## src/sv/gft_pkg.sv

```systemverilog
// gft_pkg: shared types, codes and helpers for the gossip freshness table
// no dependencies; used by gft_front, gft_queue, gft_back and the top level
package gft_pkg;

	// default sizes handed to the top-level parameters
	localparam int NODE_COUNT_DEF = 256;
	localparam int TIME_BITS_DEF  = 32;

	// fixed field widths
	localparam int ID_W   = 8;
	localparam int HOP_W  = 8;
	localparam int SEEN_W = 8;
	localparam int TIN_W  = 32;
	localparam int OC_W   = 3;

	// stream widths
	localparam int S_TDATA_W = 112;
	localparam int S_TUSER_W = 1;
	localparam int M_TDATA_W = 16;
	localparam int M_TUSER_W = 4;

	// result outcome codes
	typedef enum logic [OC_W-1:0] {
		OUT_NEW   = 3'd0,
		OUT_NEWER = 3'd1,
		OUT_EQUAL = 3'd2,
		OUT_STALE = 3'd3,
		OUT_OWN   = 3'd4
	} outcome_t;

	// classification made at the front
	typedef struct packed {
		logic sender;    // sender's own record
		logic own;       // added record naming this node
		logic out_range; // node id past the table
	} cls_t;

	localparam int CLS_W = $bits(cls_t);

	// queue item width for a given time width
	function automatic int item_width(input int tbits);
		item_width = CLS_W + ID_W + HOP_W + 3 * tbits;
	endfunction

	// saturating 8-bit increment
	function automatic logic [7:0] sat_inc(input logic [7:0] v);
		sat_inc = (v == 8'hFF) ? 8'hFF : v + 8'd1;
	endfunction

endpackage

```

## src/sv/gft_queue.sv

```systemverilog
// gft_queue: two-entry queue between record intake and table update
// depends on gft_pkg (item_width and TIME_BITS_DEF give the default width W)
module gft_queue #(
	parameter int W = gft_pkg::item_width(gft_pkg::TIME_BITS_DEF)
) (
	input  logic         clk,
	input  logic         arst_n,
	input  logic         push,
	input  logic [W-1:0] wdata,
	input  logic         pop,
	output logic         full,
	output logic         not_empty,
	output logic [W-1:0] rdata
);
	logic [W-1:0] slot_q [2];
	logic         wr_ptr_q, rd_ptr_q;
	logic [1:0]   cnt_q;

	assign full      = (cnt_q == 2'd2);
	assign not_empty = (cnt_q != 2'd0);
	assign rdata     = slot_q[rd_ptr_q];

	// storage
	always_ff @(posedge clk) begin
		if (push) begin
			slot_q[wr_ptr_q] <= wdata;
		end
	end

	// pointers and fill count
	always_ff @(posedge clk or negedge arst_n) begin
		if (!arst_n) begin
			wr_ptr_q <= 1'b0;
			rd_ptr_q <= 1'b0;
			cnt_q    <= 2'd0;
		end else begin
			if (push) begin
				wr_ptr_q <= !wr_ptr_q;
			end
			if (pop) begin
				rd_ptr_q <= !rd_ptr_q;
			end
			if (push && !pop) begin
				cnt_q <= cnt_q + 2'd1;
			end else if (pop && !push) begin
				cnt_q <= cnt_q - 2'd1;
			end
		end
	end

endmodule

```

## config.mk

```make
export PLATFORM = sky130hd
export DESIGN_NAME = gft_queue
export DESIGN_NICKNAME = d
export VERILOG_FILES = /design/src/sv/gft_pkg.sv /design/src/sv/gft_queue.sv
export SDC_FILE = /design/constraint.sdc
export NUM_CORES = 1
export LEC_CHECK = 0
export BUFFER_PORTS_ARGS = -buffer_cell sky130_fd_sc_hd__clkbuf_2
export CORE_AREA = 3 3 133 135
export CTS_CLUSTER_DIAMETER = 100
export DETAILED_ROUTE_END_ITERATION = 8
export DIE_AREA = 0 0 136 138
export PLACE_DENSITY = 0.79
export SLEW_MARGIN = 25
export SYNTH_ARGS = -nofsm -noshare
export SYNTH_HDL_FRONTEND = slang
export SYNTH_SLANG_ARGS = --single-unit
```

## constraint.sdc

```tcl
create_clock -name clk -period 8.7 [get_ports clk]
set_input_delay 0.87 -clock clk [delete_from_list [all_inputs] [get_ports clk]]
set_output_delay 0.87 -clock clk [all_outputs]
set_load 0.01 [all_outputs]
```

## Yosys cells after proc, flatten, opt, wreduce, memory -nomap -nowiden

Memories as Yosys holds them, arrays and structs flattened.
Index checks and enable logic that the tools add are counted.
Widths: inputs -> output; s select.

- Equality and inequality tests: 1
- Multiplexer cells: 4
- Add/sub/neg operators: 2
- Reductions and logical operators: 8

Operators with widths:

| operator | number |
|---|---|
| $logic_not 1->1 | 4 |
| $mux 2 | 2 |
| $reduce_bool 2->1 | 2 |
| $add 2x1->2 const B | 1 |
| $eq 2x2->1 const B | 1 |
| $logic_and 1x1->1 | 2 |
| $mux 1 | 2 |
| $sub 2x1->2 const B | 1 |

- Output and inout bits: 117
- Memories: 1
- Bits of input ports: 119
- Bits in writable memories: 230
- Flip-flop bits (word level): 4
- Logic and storage cells: 19

Memory list:

| memory | words | bits a word | rd ports | clocked after Yosys merged registers in | wr ports | RTL line | source |
|---|---|---|---|---|---|---|---|
| slot_q | 2 | 115 | 1 | 0 | 1 | gft_queue.sv:15 | `logic [W-1:0] slot_q [2];` |

## Longest topological paths before layout

Gate-level depths: netlist of the first run.

- Depth in word-level cells: 4
- Depth in mapped cells: 5

## Worst setup path before layout of the first run

Ideal clock, no wire load.

- Path type: input -> register
- Start point: input push
- End point: memory slot_q[0][0] in the netlist's numbering, enable pin
- Setup slack: 2.233 ns
- Stages: 1
- Arrival time: 5.863 ns
- Library setup time: 0.604 ns
- Data required time: 8.096 ns
- Cell sequence: nor2b_1

- Longest elaborated chain between the ends: 2

Ends and longest elaborated chain:

| item | RTL line | source |
|---|---|---|
| start: declaration | gft_queue.sv:8 | `input logic push,` |
| $mux 1 | gft_queue.sv:25 | `if (push) begin` |
| $mux 1 (not written as such) | gft_queue.sv:26 | `slot_q[wr_ptr_q] <= wdata;` |
| end: declaration | gft_queue.sv:15 |  |

No other way between the ends.

## Worst setup path in the final report of the first run

- Start point: register rd_ptr_q
- End point: output rdata[108]

- Longest elaborated chain between the ends: 1

Ends and longest elaborated chain:

| item | RTL line | source |
|---|---|---|
| start: declaration | gft_queue.sv:16 | `logic wr_ptr_q, rd_ptr_q;` |
| start signal: assignment | gft_queue.sv:41 | `rd_ptr_q <= !rd_ptr_q;` |
| $mem_v2 2x115 | - |  |
| end: declaration | gft_queue.sv:13 | `output logic [W-1:0] rdata` |

No other way between the ends.

==> impl_metrics.py, run 1 <==
metrics = {
    "yosys": {
        "synth-simple-area-share_pct": 0.333,
        "async_flop_share_pct": 1.71,
        "synth_ff_type": "edfxtp_1",
        "yosysTopAreaCell": "edfxtp_1",
        "synthMuxAreaShare_pct": 16.7,
        "netlist_instances": 374,
        "synth_fp_nets": 494,
        "syn_area_um2": 8640,
        "yosys_warnings": 0,
        "synth.most_common_cell": "edfxtp_1",
        "synth-adder-area-share_pct": 0.145,
        "synth_top_area_share_pct": 79.9,
        "synth_xor_area_share_pct": 0.507,
        "ys_ff_latch": 234,
        "synth_top_family_by_area": "multiplexers",
        "synth-compound-area-share_pct": 0,
        "syn_area_per_cell_um2": 23.1,
        "seq_area_frac_synth_pct": 81.1,
        "synth_area_leaders": "edfxtp_1 80%, mux2_2 9.8%, mux2_4 6.9%, dfrtp_1 1.2%, buf_6 0.78%",
        "synth-edff-count": 230,
        "yosys-top-cells-count": "230 x edfxtp_1, 75 x mux2_2, 40 x mux2_4, 7 x buf_2, 6 x buf_6",
        "synth.distinct_cells": 14,
    },
    "cells_and_area": {
        "syn2layout_area_growth_pct": 23.9,
        "fill_cells": 1162,
        "nNetsFinal": 745,
        "regArea_um2": 7010,
        "multi_input_area_um2": 1540,
        "layout-drive-gt1-share_pct": 60.9,
        "fin_util_pct": 64.6,
        "instances_no_fill": 857,
        "antenna_cells": 0,
    },
    "clock_tree": {
        "cts_tree": "done",
        "hold_buffers": 0,
        "post_cts_buffers": 0,
        "cts_num_sinks": 234,
        "cts_resized": 0,
        "clk_latency_ps": 490,
        "numCtsBuffers": 23,
        "clock-root-buffer": "clkbuf_16",
        "cts_max_path_buffers": 3,
        "htreeDepth": 1,
        "path_clk_slew_ps": 60,
    },
    "sta": {
        "relSlewSlack_pct": 37.2,
        "finalCritPeriodShare_pct": 43.3,
        "layout_min_cycle_time_ps": 3760,
        "tns_ps": 0,
        "final_max_slew_viol_count": 0,
        "rsz0062_at_grt": "false",
        "hold_violations": 0,
        "fin_skew_ps": 8.43,
        "setup_viol": 0,
        "max_freq_mhz": 266,
        "layout_setup_ws_ps": 4940,
        "worst_pin_slew_ps": 942,
    },
    "place": {
        "place_ws_ps": 5430,
        "place_congestion": 0.734,
        "dpl.hpwl_um": 10800,
        "port_buffers": 235,
        "dp.cells": 820,
    },
    "routing": {
        "first_pass_iters": 5,
        "wl_per_cell_um": 18.4,
        "finalWirelength_um": 15800,
        "via_per_inst": 5.03,
        "initialDrtViolationCount": 184,
        "ant_nets": 0,
        "vias": 4312,
        "drc": 0,
    },
    "power": {
        "p_leak_nw": 4.21,
        "irDropWorstVdd_uv": 225,
        "powerDensity_nw_per_um2": 323,
    },
    "critical_path": {
        "worstPathRequired_ps": 7830,
        "startpoint_type": "register",
        "endpoint_kind": "output port",
        "path_max_fanout": 60,
        "crit_type": "reg2out",
        "arrival_ps": 2890,
    },
    "floorplanning": {
        "placementRows": 47,
        "initial_core_util_pct": 52.1,
        "die_h_um": 138,
        "coreArea_um2": 16600,
        "die_x_um": 136,
        "boundaryPins": 236,
        "fp.dieArea_um2": 18800,
    },
    "status": {
        "status": "completed",
    },
    "worst_hold_path": {
        "hp-class": "in2async",
    },
    "grt": {
        "antenna_found_initial": 0,
        "grt_max_degree": 68,
        "first_global_vias": 4695,
        "grt_pass1_wl_um": 24500,
        "grt_usage_pct": 16.4,
        "grt.overflow.total": 0,
    },
    "run": {
        "maxCapViolations": 0,
    },
}
-- per-stage QoR --
stage | hold WS, ps | power (mW) | cell area (um2)
2_1_floorplan | 447 | 2.28 | 8640
3_3_place_gp | 467 | 2.57 | 10000
3_5_place_dp | 477 | 2.61 | 10000
4_1_cts | 164 | 3.50 | 10700
5_1_grt | 163 | 3.62 | 10700
6_report | 175 | 3.46 | 10700
-- sequential cells by signal (all words and copies together), names as in the netlist --
name and cells:
wr_ptr_q 1, rd_ptr_q 1, slot_q 230, cnt_q 2
-- worst max-delay path, stage by stage, from the launching register on --
cell      delay, ps
dfrtp_4         950
buf_4           810
mux2_2          410
clkbuf_2        130
-- metal layers --
layer	GRT usage, %	routed length [um]	vias up
met2	29.0	8160	189
met5	0	0	-
met3	6.03	1580	20
met4	3.50	275	0
met1	19.2	5790	2121
li1	-	-	1982
-- power by group --
group          total [mW]  internal [mW]  switching [mW]
clock network       0.887          0.508           0.379
registers            1.61           1.50           0.111
logic               0.958          0.478           0.480
-- cell usage in the layout (no fill, tap or decap), drive strengths merged --
master  instances
nor2            1
xor2            4
bufinv          1
inv             2
nor2b           2
xnor2           1
and2            1
or2             1
dfrtp           4
mux2          115
clkbuf        259
buf             4
ha              1
edfxtp        230
clkinv         11
-- layout make-up --
type                            count  area share [%]
Multi-Input combinational cell    126            14.4
Sequential cell                   234            65.5
Tap cell                          220            2.57
Clock inverter                     13           0.842
Timing Repair Buffer              239            11.3
Inverter                            1          0.0351
Clock buffer                       24            5.41
-- logic make-up after synthesis --
group	Yosys count
adders and majority gates	1
xor gates and xnor gates	5
DFF	234
muxes	115
buffers and inverters	14
and+or+nand+nor	5
-- final timing paths --
check / slack [ps] / cells after the start / to / from
max: 4940 / 3 / rdata[108] / rd_ptr_q$_DFFE_PN0P_
min: 180 / 1 / rd_ptr_q$_DFFE_PN0P_ / arst_n
max reg2reg: 6430 / 2 / slot_q[1][27]$_DFFE_PP_ / wr_ptr_q$_DFFE_PN0P_
min reg2reg: 490 / 1 / cnt_q[1]$_DFFE_PN0P_ / cnt_q[1]$_DFFE_PN0P_
max in group asynchronous: 8380 / 1 / rd_ptr_q$_DFFE_PN0P_ / arst_n
min in group clk: 490 / 1 / cnt_q[1]$_DFFE_PN0P_ / cnt_q[1]$_DFFE_PN0P_
No activity file was read; power rests on OpenSTA's default activity.
==> inputs of run 2 (changes only) <==
==> constraint.sdc (replaced) <==
create_clock -name clk -period 3.7 [get_ports clk]
set_input_delay 0.37 -clock clk [delete_from_list [all_inputs] [get_ports clk]]
set_output_delay 0.37 -clock clk [all_outputs]
set_load 0.01 [all_outputs]
==> run 2 against run 1 <==
Utilization up 0.46 points. Sequential power up 130%. Worst setup slack worse by 3800 ps. First-iteration DRC count up 21%. Power up 140%. Clock-buffer cell count up 10. Combinational power up 150%. Cell count up 0.70%. Register-to-register slack worse by 4400 ps.
==> impl_metrics.py, run 2 (synthesis results as in run 1) <==
metrics = {
    "grt": {
        "grt_pass1_wl_um": 23900,
        "first_global_vias": 4654,
        "antenna_found_initial": 0,
        "grt_usage_pct": 16.1,
        "grt.overflow.total": 0,
        "grt_max_degree": 62,
    },
    "clock_tree": {
        "path_clk_slew_ps": 60,
        "cts_tree": "done",
        "clk_latency_ps": 490,
        "cts_num_sinks": 234,
        "post_cts_buffers": 0,
        "htreeDepth": 1,
        "cts_max_path_buffers": 3,
        "clock-root-buffer": "clkbuf_16",
        "numCtsBuffers": 23,
        "cts_resized": 0,
    },
    "critical_path": {
        "cp_cell_sequence": "buf_4 > mux2_2 > clkbuf_2",
        "worstPathRequired_ps": 3330,
        "rrSetupSlack_ps": 1990,
        "cpPeakStageDelay_ps": 600,
        "crit_slowest_cell": "dfrtp_4",
        "cp.depth": 3,
        "critPathBufInv": 2,
        "r2r_cells": 2,
        "endpoint_kind": "output port",
        "arrival_ps": 2240,
        "path_max_fanout": 36,
        "crit_type": "reg2out",
        "critPathTopFamily": "buffers and inverters",
        "startpoint_type": "register",
    },
    "floorplanning": {
        "boundaryPins": 236,
        "placementRows": 47,
        "fp.dieArea_um2": 18800,
        "die_h_um": 138,
        "coreArea_um2": 16600,
        "initial_core_util_pct": 52.1,
        "die_x_um": 136,
    },
    "cells_and_area": {
        "layout_common_cells": "235 x clkbuf_2, 230 x edfxtp_1, 75 x mux2_2, 40 x mux2_4, 23 x clkbuf_16",
        "layout-drive-gt1-share_pct": 60.3,
        "multi_input_area_um2": 1540,
        "biggestRegsByFlops": "slot_q (230), cnt_q (2)",
        "regArea_um2": 7010,
        "fill_cells": 1148,
        "antenna_cells": 0,
        "top_register": "slot_q",
        "instances_no_fill": 863,
        "nNetsFinal": 748,
        "syn2layout_area_growth_pct": 24.7,
        "fin_area_um2": 10800,
        "largest_reg_flops": 230,
        "final_common_cell": "clkbuf_2",
    },
    "sta": {
        "finalCritPeriodShare_pct": 70.5,
        "worst_pin_slew_ps": 778,
        "final_max_slew_viol_count": 0,
        "max_freq_mhz": 383,
        "rsz0062_at_grt": "false",
        "layout_min_cycle_time_ps": 2610,
        "holdWs_ps": 62.5,
        "fin_skew_ps": 8.29,
        "setup_viol": 0,
        "hold_violations": 0,
        "tns_ps": 0,
        "relSlewSlack_pct": 48.1,
    },
    "routing": {
        "first_pass_iters": 4,
        "vias": 4319,
        "via_per_inst": 5.00,
        "drc": 0,
        "finalWirelength_um": 15600,
        "ant_nets": 0,
        "wl_per_cell_um": 18.1,
        "initialDrtViolationCount": 223,
    },
    "worst_hold_path": {
        "whs_path_depth": 1,
        "hp-class": "in2reg",
    },
    "place": {
        "dp.cells": 822,
        "dpl.hpwl_um": 10600,
        "place_congestion": 0.728,
        "port_buffers": 235,
        "dpl_cell_area_um2": 10100,
    },
    "power": {
        "p_leak_nw": 4.24,
        "powerDensity_nw_per_um2": 764,
        "irDropWorstVdd_uv": 455,
        "finalPower_mw": 8.24,
    },
    "run": {
        "maxCapViolations": 0,
    },
    "status": {
        "status": "completed",
    },
}
[run 2: cell count changes in the layout (fill, tap and decap cells not counted)]
cell and change:
inv_6 -1, clkinv_4 -1, dlygate4sd3_1 +1, clkinv_2 -1, bufinv_16 +1, clkbuf_1 +10, buf_12 +2, clkinv_1 -5
[run 2: final timing paths]
path                                      start                        to
setup / recovery           rd_ptr_q$_DFFE_PN0P_                rdata[108]
hold / removal                        wdata[31]   slot_q[1][31]$_DFFE_PP_
setup reg to reg           wr_ptr_q$_DFFE_PN0P_  slot_q[1][112]$_DFFE_PP_
hold reg to reg            cnt_q[1]$_DFFE_PN0P_      cnt_q[1]$_DFFE_PN0P_
max in group asynchronous                arst_n      rd_ptr_q$_DFFE_PN0P_
min in group asynchronous                arst_n      cnt_q[0]$_DFFE_PN0P_
[run 2: report_power, final]
part           leakage (nW)  internal [mW]  switching, mW
sequential             2.20           3.52          0.169
clock                 0.338           1.29          0.881
combinational          1.69           1.15           1.23
[run 2: layout make-up]
type                       count  area share [%]
inverter                       1          0.0348
clock buffer                  34            5.72
timing repair buffer         242            11.7
tap                          220            2.55
sequential                   234            65.0
multi-input combinational    126            14.3
clock inverter                 6           0.731
[run 2: timing repair]
action	4_1_cts	5_1_grt
hold endpoints to repair	4	0
endpoints found under the setup margin	0	0
hold buffers	1	0
[run 2: worst register-to-register path, cell delays in order, from the launching register on]
cell and delay, ps:
dfrtp_1 430, and2_4 380, buf_4 510
[run 2: through the flow]
step	setup slack [ps]	util (%)
floorplan	146	-
global placement	1630	60.8
detailed placement	1620	60.8
CTS	1070	65.0
global route	1010	65.0
finish	1090	65.0
[run 2: layer usage]
layer / up-vias / wire (um) / GRT usage [%] / share of wire (%)
met5: - / 0 / 0 / 0
met1: 2110 / 6020 / 19.6 / 38
li1: 1987 / - / - / -
met4: 0 / 355 / 4.93 / 2.3
met3: 31 / 1480 / 5.49 / 9.4
met2: 191 / 7790 / 27.2 / 50
