### config.mk
export PLATFORM = sky130hd
export DESIGN_NAME = gft_front
export DESIGN_NICKNAME = d
export VERILOG_FILES = /design/src/sv/gft_pkg.sv /design/src/sv/gft_front.sv
export SDC_FILE = /design/constraint.sdc
export NUM_CORES = 1
export LEC_CHECK = 0
export ABC_AREA = 1
export BUFFER_PORTS_ARGS = -buffer_cell sky130_fd_sc_hd__buf_4
export CAP_MARGIN = 20
export CELL_PAD_IN_SITES_DETAIL_PLACEMENT = 1
export CELL_PAD_IN_SITES_GLOBAL_PLACEMENT = 1
export CORE_UTILIZATION = 14
export CTS_CLUSTER_DIAMETER = 120
export DETAILED_ROUTE_END_ITERATION = 6
export HOLD_SLACK_MARGIN = 0.1
export PLACE_DENSITY_LB_ADDON = 0.12
export SLEW_MARGIN = 20
export SYNTH_ARGS = -nofsm -noshare
export SYNTH_HDL_FRONTEND = slang
export SYNTH_SLANG_ARGS = --single-unit
### constraint.sdc
create_clock -name clk -period 0.9 [get_ports clk]
set_clock_uncertainty 0.05 [all_clocks]
set_input_delay 0.18 -clock clk [delete_from_list [all_inputs] [get_ports clk]]
set_output_delay 0.18 -clock clk [all_outputs]
set_load 0.1 [all_outputs]
### src/sv/gft_pkg.sv
// gft_pkg: shared types, codes and helpers for the gossip freshness table
// no dependencies; used by gft_front, gft_queue, gft_back and the top level
package gft_pkg;

	// default sizes handed to the top-level parameters
	localparam int NODE_COUNT_DEF = 256;
	localparam int TIME_BITS_DEF  = 32;

	// fixed field widths
	localparam int ID_W   = 8;
	localparam int HOP_W  = 8;
	localparam int SEEN_W = 8;
	localparam int TIN_W  = 32;
	localparam int OC_W   = 3;

	// stream widths
	localparam int S_TDATA_W = 112;
	localparam int S_TUSER_W = 1;
	localparam int M_TDATA_W = 16;
	localparam int M_TUSER_W = 4;

	// result outcome codes
	typedef enum logic [OC_W-1:0] {
		OUT_NEW   = 3'd0,
		OUT_NEWER = 3'd1,
		OUT_EQUAL = 3'd2,
		OUT_STALE = 3'd3,
		OUT_OWN   = 3'd4
	} outcome_t;

	// classification made at the front
	typedef struct packed {
		logic sender;    // sender's own record
		logic own;       // added record naming this node
		logic out_range; // node id past the table
	} cls_t;

	localparam int CLS_W = $bits(cls_t);

	// queue item width for a given time width
	function automatic int item_width(input int tbits);
		item_width = CLS_W + ID_W + HOP_W + 3 * tbits;
	endfunction

	// saturating 8-bit increment
	function automatic logic [7:0] sat_inc(input logic [7:0] v);
		sat_inc = (v == 8'hFF) ? 8'hFF : v + 8'd1;
	endfunction

endpackage

### src/sv/gft_front.sv
// gft_front: input transaction intake, own-node register and record classification
// depends on gft_pkg
module gft_front #(
	parameter int NODE_COUNT = gft_pkg::NODE_COUNT_DEF,
	parameter int TIME_BITS  = gft_pkg::TIME_BITS_DEF
) (
	input  logic                                      clk,
	input  logic                                      arst_n,
	input  logic                                      cfg_we,
	input  logic [gft_pkg::ID_W-1:0]                  cfg_wdata,
	input  logic                                      s_tvalid,
	output logic                                      s_tready,
	input  logic [gft_pkg::S_TDATA_W-1:0]             s_tdata,
	input  logic [gft_pkg::S_TUSER_W-1:0]             s_tuser,
	input  logic                                      q_full,
	input  logic                                      clearing,
	output logic                                      q_push,
	output logic [gft_pkg::item_width(TIME_BITS)-1:0] q_wdata
);
	import gft_pkg::*;

	logic [ID_W-1:0]      own_node_q;
	logic [ID_W-1:0]      node_id;
	logic [TIN_W-1:0]     origin_in, sent_in, now_in;
	logic [HOP_W-1:0]     hop_in;
	logic [TIME_BITS-1:0] t_val, sent_val, now_val;
	cls_t                 cls;

	// own node id register
	always_ff @(posedge clk or negedge arst_n) begin
		if (!arst_n) begin
			own_node_q <= '0;
		end else if (cfg_we) begin
			own_node_q <= cfg_wdata;
		end
	end

	// unpack the transaction
	assign node_id   = s_tdata[7:0];
	assign origin_in = s_tdata[39:8];
	assign hop_in    = s_tdata[47:40];
	assign sent_in   = s_tdata[79:48];
	assign now_in    = s_tdata[111:80];

	// times kept in the low TIME_BITS bits
	assign t_val    = TIME_BITS'(origin_in);
	assign sent_val = TIME_BITS'(sent_in);
	assign now_val  = TIME_BITS'(now_in);

	// classify
	always_comb begin
		cls.sender    = s_tuser[0];
		cls.own       = !s_tuser[0] && (node_id == own_node_q);
		cls.out_range = !(32'(node_id) < NODE_COUNT);
	end

	// handshake into the queue; no intake while the table is being cleared
	assign s_tready = !q_full && !clearing;
	assign q_push   = s_tvalid && s_tready;
	assign q_wdata  = {cls, node_id, sat_inc(hop_in), t_val, sent_val, now_val};

endmodule

### After elaboration in Yosys (flattened, before gate mapping)

Cells that the tools add are included.

* equality and inequality tests: 2
* shift operators: 0
* reductions and logical operators: 6
* multiply operators: 0
* mux-type cells: 1
* div/mod/pow operators: 0
* bitwise operators: 0
* $add $sub $neg: 1
* magnitude comparators: 0

Operator list (number)
* 8-bit by 1-bit adder with 8-bit output, second input constant: 1
* 8-bit equality test: 1
* 8-bit equality test, second input constant: 1
* 8-bit 2-to-1 mux: 1
* 1-bit logical AND: 3
* 1-bit zero test: 3

* ROM bits: 0
* bits in writable memories: 0
* memories: 0
* logic and storage cells: 11
* output and inout bits: 117
* bits in latches: 0
* bits in registers: 8
* bits of input ports: 127

### Depth between registers and ports, before layout

Gate-level depths: netlist (run 1).

* word-level depth: 3
* gate-level depth with buffers: 6

### Least setup slack after synthesis (run 1)

OpenSTA, ideal clock, no wires.

* path type: input -> output
* start point: input s_tdata[40] (netlist bit)
* end point: output q_wdata[102] (netlist bit)
* required time: 670 ps
* arrival: 2621 ps
* stages: 4
* path slack: -1951 ps
* cells stage by stage: ha_1 > nand2_1 > nor3_1 > o21ai_0

* cells in the longest elaborated chain, start to end: 2
* elaborated cells between the ends (all ways): 3
* classes of those cells: 1 x add/sub; 1 x eq/ne; 1 x mux

Ends and longest elaborated chain
* from (decl): RTL line gft_front.sv:13 `input logic [gft_pkg::S_TDATA_W-1:0] s_tdata,`
* 8-bit by 1-bit adder with 8-bit output / 8-bit equality test (equally long branches): RTL line gft_pkg.sv:47 `sat_inc = (v == 8'hFF) ? 8'hFF : v + 8'd1;`
* 8-bit 2-to-1 mux *: RTL line gft_pkg.sv:47
* to (decl): RTL line gft_front.sv:18 `output logic [gft_pkg::item_width(TIME_BITS)-1:0] q_wdata`

Every way passes the cells marked *; elsewhere a longest branch is shown, timed or not.

### Worst setup path after layout (run 1)

* start point: register own_node_q[0]
* end point: output q_wdata[113] (netlist bit)

* cells in the longest elaborated chain, start to end: 2

Ends and longest elaborated chain
* from (decl): RTL line gft_front.sv:22 `logic [ID_W-1:0] own_node_q;`
* from (signal assigned): RTL line gft_front.sv:34 `own_node_q <= cfg_wdata;`
* 8-bit equality test: RTL line gft_front.sv:53 `cls.own = !s_tuser[0] && (node_id == own_node_q);`
* 1-bit logical AND: RTL line gft_front.sv:53

No other way between the ends.

==> run metrics, run 1 <==
r2r worst-path depth=1; die width=about 100 µm; starting DRC count in detailed routing=2; crit end category=primary output; largest net degree at the start of global routing=11; GPL Wtd Cong=between 0.7 and 0.8; Core Rows=36; Worst-path clk slew=0.04 ns; Yosys top cell area share=a little under three fifths; antenna cells=0; failing checks=setup timing; CP Data Arrival Time=between 1 and 1.5 ns; mean number of vias per cell=approximately 3.3; CP Max Fanout=2; max reg flops=8; share of cells above drive strength 1=about 64%; GRT Total Usage=6.36%; first-pass GRT wire length=just over 5 mm; post-synthesis sequential area ratio=roughly 14%; Top Registers=own_node_q: 8 flops; Worst Setup Path Type=register to primary output; Setup Viol. Count Final=10; max_cap viols=0; drt wl/cell=about 11 µm; Cell Count, Final, Fillers Out=306; io pins=244; vias in the first global route=approximately 1100; Power Dens Cells=roughly 1100 nW/µm²; drt total wl=about 3.4 mm; net count after synthesis=~330; Hold Path Class=input port to register; final worst slack=-0.586 ns; worst r2r src=own_node_q[6]; via count=~1000; synthesized area per cell=~6.9 µm²; area leader, netlist=buf_4; total congestion overflow=0; Hold Crit Depth=3; layout filler cell count=approximately 1200; IO Port Bufs=50; min cycle time layout=roughly 1.5 ns; Leak=~0.86 nW; Syn Std Cell Area=between 1000 and 1500 µm²; fin. max-slew vios=0; status=finished with violations; CTS sink cnt=8; required time of the critical path=about 0.67 ns; CP startpoint=own_node_q[0]; Distinct cells, synth=19; Layout area overhead=28.4%; smallest hold slack=0.122 ns; Hold Crit Start=cfg_wdata[4]; RSZ-0062 raised after global routing=yes; CTS buffer count=3; post-route antenna net violation count=0; Post-route DRC=0; worst skew pair latency=roughly 0.22 ns; CTS H-tree lvls=1; top post-synthesis cells by area=buf_4 (56%), dfrtp_1 (14%), nand2_1 (8.0%); Initial Utilization=14.5%; Critical Path Start Type=register; DR pass1 iterations=2; Die Footprint=10500 µm²; CTS tree=built; HPWL after DPL=between 2 and 3 mm; number of synthesized register bits=8; Final Cycle Share=165%; Max Root-Sink Buffers=2; Fin. Hold Viols=0; chip height=a little over 100 µm; core area=between 9000 and 10000 µm²; Worst VDD drop=roughly 0.00056 V; Max Fclk=roughly 670 MHz; root buf cell=clkbuf_8; Most flops, register=own_node_q; Nets=303; Inst Count DP=slightly below 300; Yosys warning total=0; antenna violations before repair=0; Gate Count Post-Synth=a little over 200; utilization after layout=18.6%
-- path summary, 6_finish.rpt --
kind | endpoint | slack (ns)
max | q_wdata[113] | -0.59
min | own_node_q[4] | 0.12
max reg2reg | own_node_q[6] | 0.08
min reg2reg | own_node_q[2] | 0.48
max in group asynchronous | own_node_q[6] | 0.41
min in group asynchronous | own_node_q[1] | 0.26
-- Yosys cell counts (all sizes together) --
cell	number
inv	18
conb	1
o21ai	11
nand2	30
xnor2	2
dfrtp	8
nand4	2
nor2	10
ha	1
nor3b	1
or2	2
mux2	2
nand3	8
buf	107
nor3	1
-- power breakdown --
part | internal, W | leakage (nW) | switching, W
registers | 0.000395 | 0.0962 | 0.0000166
logic | 0.000424 | 0.741 | 0.000666
clock network | 0.000289 | 0.0216 | 0.000137
total | 0.00111 | 0.859 | 0.000819
-- metal layers --
| metal | track usage, % | share of wire (%) | up-vias |
|---|---|---|---|
| li1 | - | - | 453 |
| met1 | 5.80 | 31 | 461 |
| met2 | 12.1 | 56 | 60 |
| met3 | 1.49 | 8.8 | 24 |
| met4 | 5.05 | 3.6 | 0 |
| met5 | 0 | 0 | - |
-- timing repair --
action                     in CTS  in global routing
pin swaps                      14                 10
hold endpoints to repair        8                  0
setup endpoints to repair      11                 11
hold buffers                    1                  0
resized for setup              59                 13
buffers inserted                5                  1
-- stage by stage --
step | setup WS (ns) | setup TNS, ns | total power (W) | instance area, µm²
final | -0.586 | -3.62 | 0.00193 | 1820
after global routing | -0.690 | -4.08 | 0.00204 | 1820
after CTS | -0.611 | -3.83 | 0.00195 | 1800
after detailed placement | -0.641 | -5.30 | 0.00136 | 1490
after global placement | -0.584 | -5.02 | 0.00135 | 1490
after floorplan | -0.470 | -3.98 | 0.00306 | 1580
-- kinds of logic (layout without fill, tap and decap cells) --
kind of cell | Yosys count | after routing | share of synthesized area [%]
buf+inv | 125 | 94 | 61.3
simple gates | 54 | 54 | 16.7
compound gates | 11 | 11 | 3.89
flops | 8 | 8 | 14.1
xor+xnor | 2 | 2 | 1.24
mux | 2 | 2 | 1.59
fa+ha+maj | 1 | 1 | 0.883
other cells | 1 | 1 | 0.265
-- final cells by class --
cell class,count,area (µm²),share of cell area [%]
Sequential cell,8,200,11.0
Timing Repair Buffer,73,753,41.4
Inverter,18,73.8,4.06
Tap cell,133,166,9.15
Clock buffer,3,41.3,2.27
Multi-Input combinational cell,71,583,32.1
-- layout by cell type (no fill, tap or decap), types with 2 or more instances in the layout --
| master | count |
|---|---|
| buf_12 | 12 |
| xnor2_1 | 2 |
| buf_8 | 5 |
| nor2_4 | 4 |
| nand3_1 | 2 |
| inv_1 | 13 |
| buf_6 | 4 |
| dfrtp_1 | 8 |
| o21ai_0 | 6 |
| nor2_2 | 3 |
| or2_4 | 2 |
| nand2_1 | 25 |
| inv_2 | 3 |
| nand2_8 | 2 |
| mux2_2 | 2 |
| o21ai_2 | 3 |
| nor2_1 | 3 |
| o21ai_4 | 2 |
| nand2_4 | 2 |
| clkbuf_8 | 3 |
| buf_4 | 51 |
| nand3_4 | 5 |
-- critical path: stages, from the launching register on --
cell     delay [ns]
dfrtp_1        0.34
inv_1          0.05
nand2_1        0.07
nand2_1        0.07
nor2_2         0.11
nand3_2        0.10
nor2_4         0.12
buf_12         0.18
(Power assumes the default switching activity.)
==> run 2, diff against run 1 <==
--- a/config.mk
+++ b/config.mk
@@ -8,7 +8,7 @@
 export ABC_AREA = 1
 export BUFFER_PORTS_ARGS = -buffer_cell sky130_fd_sc_hd__buf_4
 export CAP_MARGIN = 20
-export CELL_PAD_IN_SITES_DETAIL_PLACEMENT = 1
+export CELL_PAD_IN_SITES_DETAIL_PLACEMENT = 0
 export CELL_PAD_IN_SITES_GLOBAL_PLACEMENT = 1
 export CORE_UTILIZATION = 14
 export CTS_CLUSTER_DIAMETER = 120
==> run metrics, run 2 (synthesized netlist as in run 1, its figures left out) <==
status=finished with violations; failing checks=setup timing; chip height=around 100 µm; commonest non-fill, non-tap cells in the layout=buf_4 (49), nand2_1 (25), inv_1 (13); Max Fclk=slightly below 700 MHz; Cell Count, Final, Fillers Out=slightly above 300; final worst slack=-0.567 ns; GRT Total Usage=5.55%; worst skew pair latency=between 0.2 and 0.25 ns; DR pass1 iterations=3; Layout area overhead=28.4%; Sw Pwr=0.000807 W; commonest non-fill, non-tap cell in the layout=buf_4; max reg flops=8; starting DRC count in detailed routing=6; share of cells above drive strength 1=~65%; Power Dens Cells=about 1100 nW/µm²; Sw Ratio=between 40% and 50%; met2 WL=approximately 1.6 mm; Most common cell on crit path=nand2_1; crit path cell chain=inv_1, nand2_1, nand2_1, nor2_2, nand3_2, nor2_4, buf_12; IO Port Bufs=50; CP peak stage delay=around 0.33 ns; antenna cells=0; Worst VDD drop=between 0.0005 and 0.0006 V; antenna violations before repair=0; share of total power in combinational logic=56.5%; die width=~100 µm; Clk pwr share=a little over a fifth; HPWL after DPL=2.56 mm; largest net degree at the start of global routing=11; Initial Utilization=between 10% and 20%; Critical Path Start Type=register; top sig layer=met4; utilization after layout=18.6%; Setup Viol. Count Final=10; root buf cell=clkbuf_8; total congestion overflow=0; min cycle time layout=between 1 and 1.5 ns; Worst-path clk slew=around 0.040 ns; post-route antenna net violation count=0; vias in the first global route=998; CTS sink cnt=8; DR WL met3=275 µm; io pins=244; first-pass GRT wire length=around 4.5 mm; drt total wl=between 3 and 4 mm; Worst Setup Path Type=register to primary output; Fin. Hold Viols=0; CTS H-tree lvls=1; wl on met1=roughly 1000 µm; Most flops, register=own_node_q; Max Root-Sink Buffers=2; Die Footprint=between 10000 and 15000 µm²; Top Registers=own_node_q: 8 flops; max_cap viols=0; Final Cycle Share=163%; GPL Wtd Cong=~0.71; crit end category=primary output; mean number of vias per cell=3.19; register share of total power=about 22%; layout filler cell count=approximately 1100; CP Max Fanout=2; drt wl/cell=roughly 10 µm; P_int=0.00111 W; CTS tree=built; Leak=approximately 0.85 nW; Hold Path Class=input port to register; fin. max-slew vios=0; via count=just under 1000; RSZ-0062 raised after global routing=yes; CP Data Arrival Time=~1.2 ns; Core Rows=36; core area=~9800 µm²; Post-route DRC=0; CP max-delay cell=dfrtp_1; Nets=roughly 300; required time of the critical path=between 0.6 and 0.7 ns; Inst Count DP=~300; CTS buffer count=3
## run 2: changes by cell type in the layout (fill, tap and decap cells not counted)
cell / before / now
nand2_4: 2 / 1
xnor2_1: 2 / 1
nand3_1: 2 / 0
nor2_1: 3 / 4
buf_8: 5 / 4
buf_4: 51 / 49
buf_6: 4 / 5
nand3_2: 1 / 3
nor2_4: 4 / 3
nand2_8: 2 / 3
xnor2_2: 0 / 1
## run 2: final timing paths
path	startpoint	to	slack, ns	cells past startpoint
worst min-delay path	cfg_wdata[1]	own_node_q[1]	0.12	3
worst max register to register	own_node_q[2]	own_node_q[2]	0.07	1
worst min register to register	own_node_q[6]	own_node_q[6]	0.49	1
min in group asynchronous	arst_n	own_node_q[4]	0.26	2
max in group asynchronous	arst_n	own_node_q[3]	0.41	2
worst max-delay path	own_node_q[0]	q_wdata[113]	-0.57	7
## run 2: what timing repair did
item | in CTS | in global routing
endpoints found under the hold margin | 8 | 0
setup endpoints to repair | 11 | 11
resized for setup | 64 | 9
pin swaps | 16 | 6
setup buffers | 3 | 2
hold buffers | 1 | 0
## run 2: critical path, delay by kind of cell (launching register included)
kind	cells	cell delay, ns
buffers and inverters	2	0.23
flip-flops	1	0.33
AND/OR/NAND/NOR	5	0.44
## run 2: final cells by class
cell class | instances | area (µm²) | area share (%)
clock buffer | 3 | 41.3 | 2.27
multi-input combinational | 71 | 602 | 33.1
timing repair buffer | 71 | 734 | 40.4
inverter | 18 | 73.8 | 4.06
sequential | 8 | 200 | 11.0
tap | 133 | 166 | 9.15
## run 2: metal layers
| metal | up-vias | GRT usage (%) |
|---|---|---|
| met5 | - | 0 |
| met4 | 0 | 5.05 |
| met3 | 24 | 1.29 |
| met2 | 60 | 9.90 |
| met1 | 433 | 5.31 |
| li1 | 454 | - |
## run 2: power groups by stage
stage               Combinational [W]  Sequential, W  Clock (W)
floorplan                     0.00264       0.000412          0
global placement             0.000934       0.000415          0
detailed placement           0.000937       0.000416          0
CTS                           0.00109       0.000411   0.000453
global route                  0.00114       0.000416   0.000474
finish                        0.00108       0.000413   0.000419
## run 2: through the flow
step / setup TNS, ns / hold WS, ns / setup WS [ns] / area, µm² / power [W]
5_1_grt: -3.98 / 0.127 / -0.669 / 1820 / 0.00203
4_1_cts: -3.57 / 0.113 / -0.614 / 1800 / 0.00195
6_report: -3.49 / 0.116 / -0.567 / 1820 / 0.00191
2_1_floorplan: -3.98 / -0.166 / -0.470 / 1580 / 0.00306
3_3_place_gp: -5.02 / -0.0329 / -0.584 / 1490 / 0.00135
3_5_place_dp: -5.19 / -0.0354 / -0.608 / 1490 / 0.00135
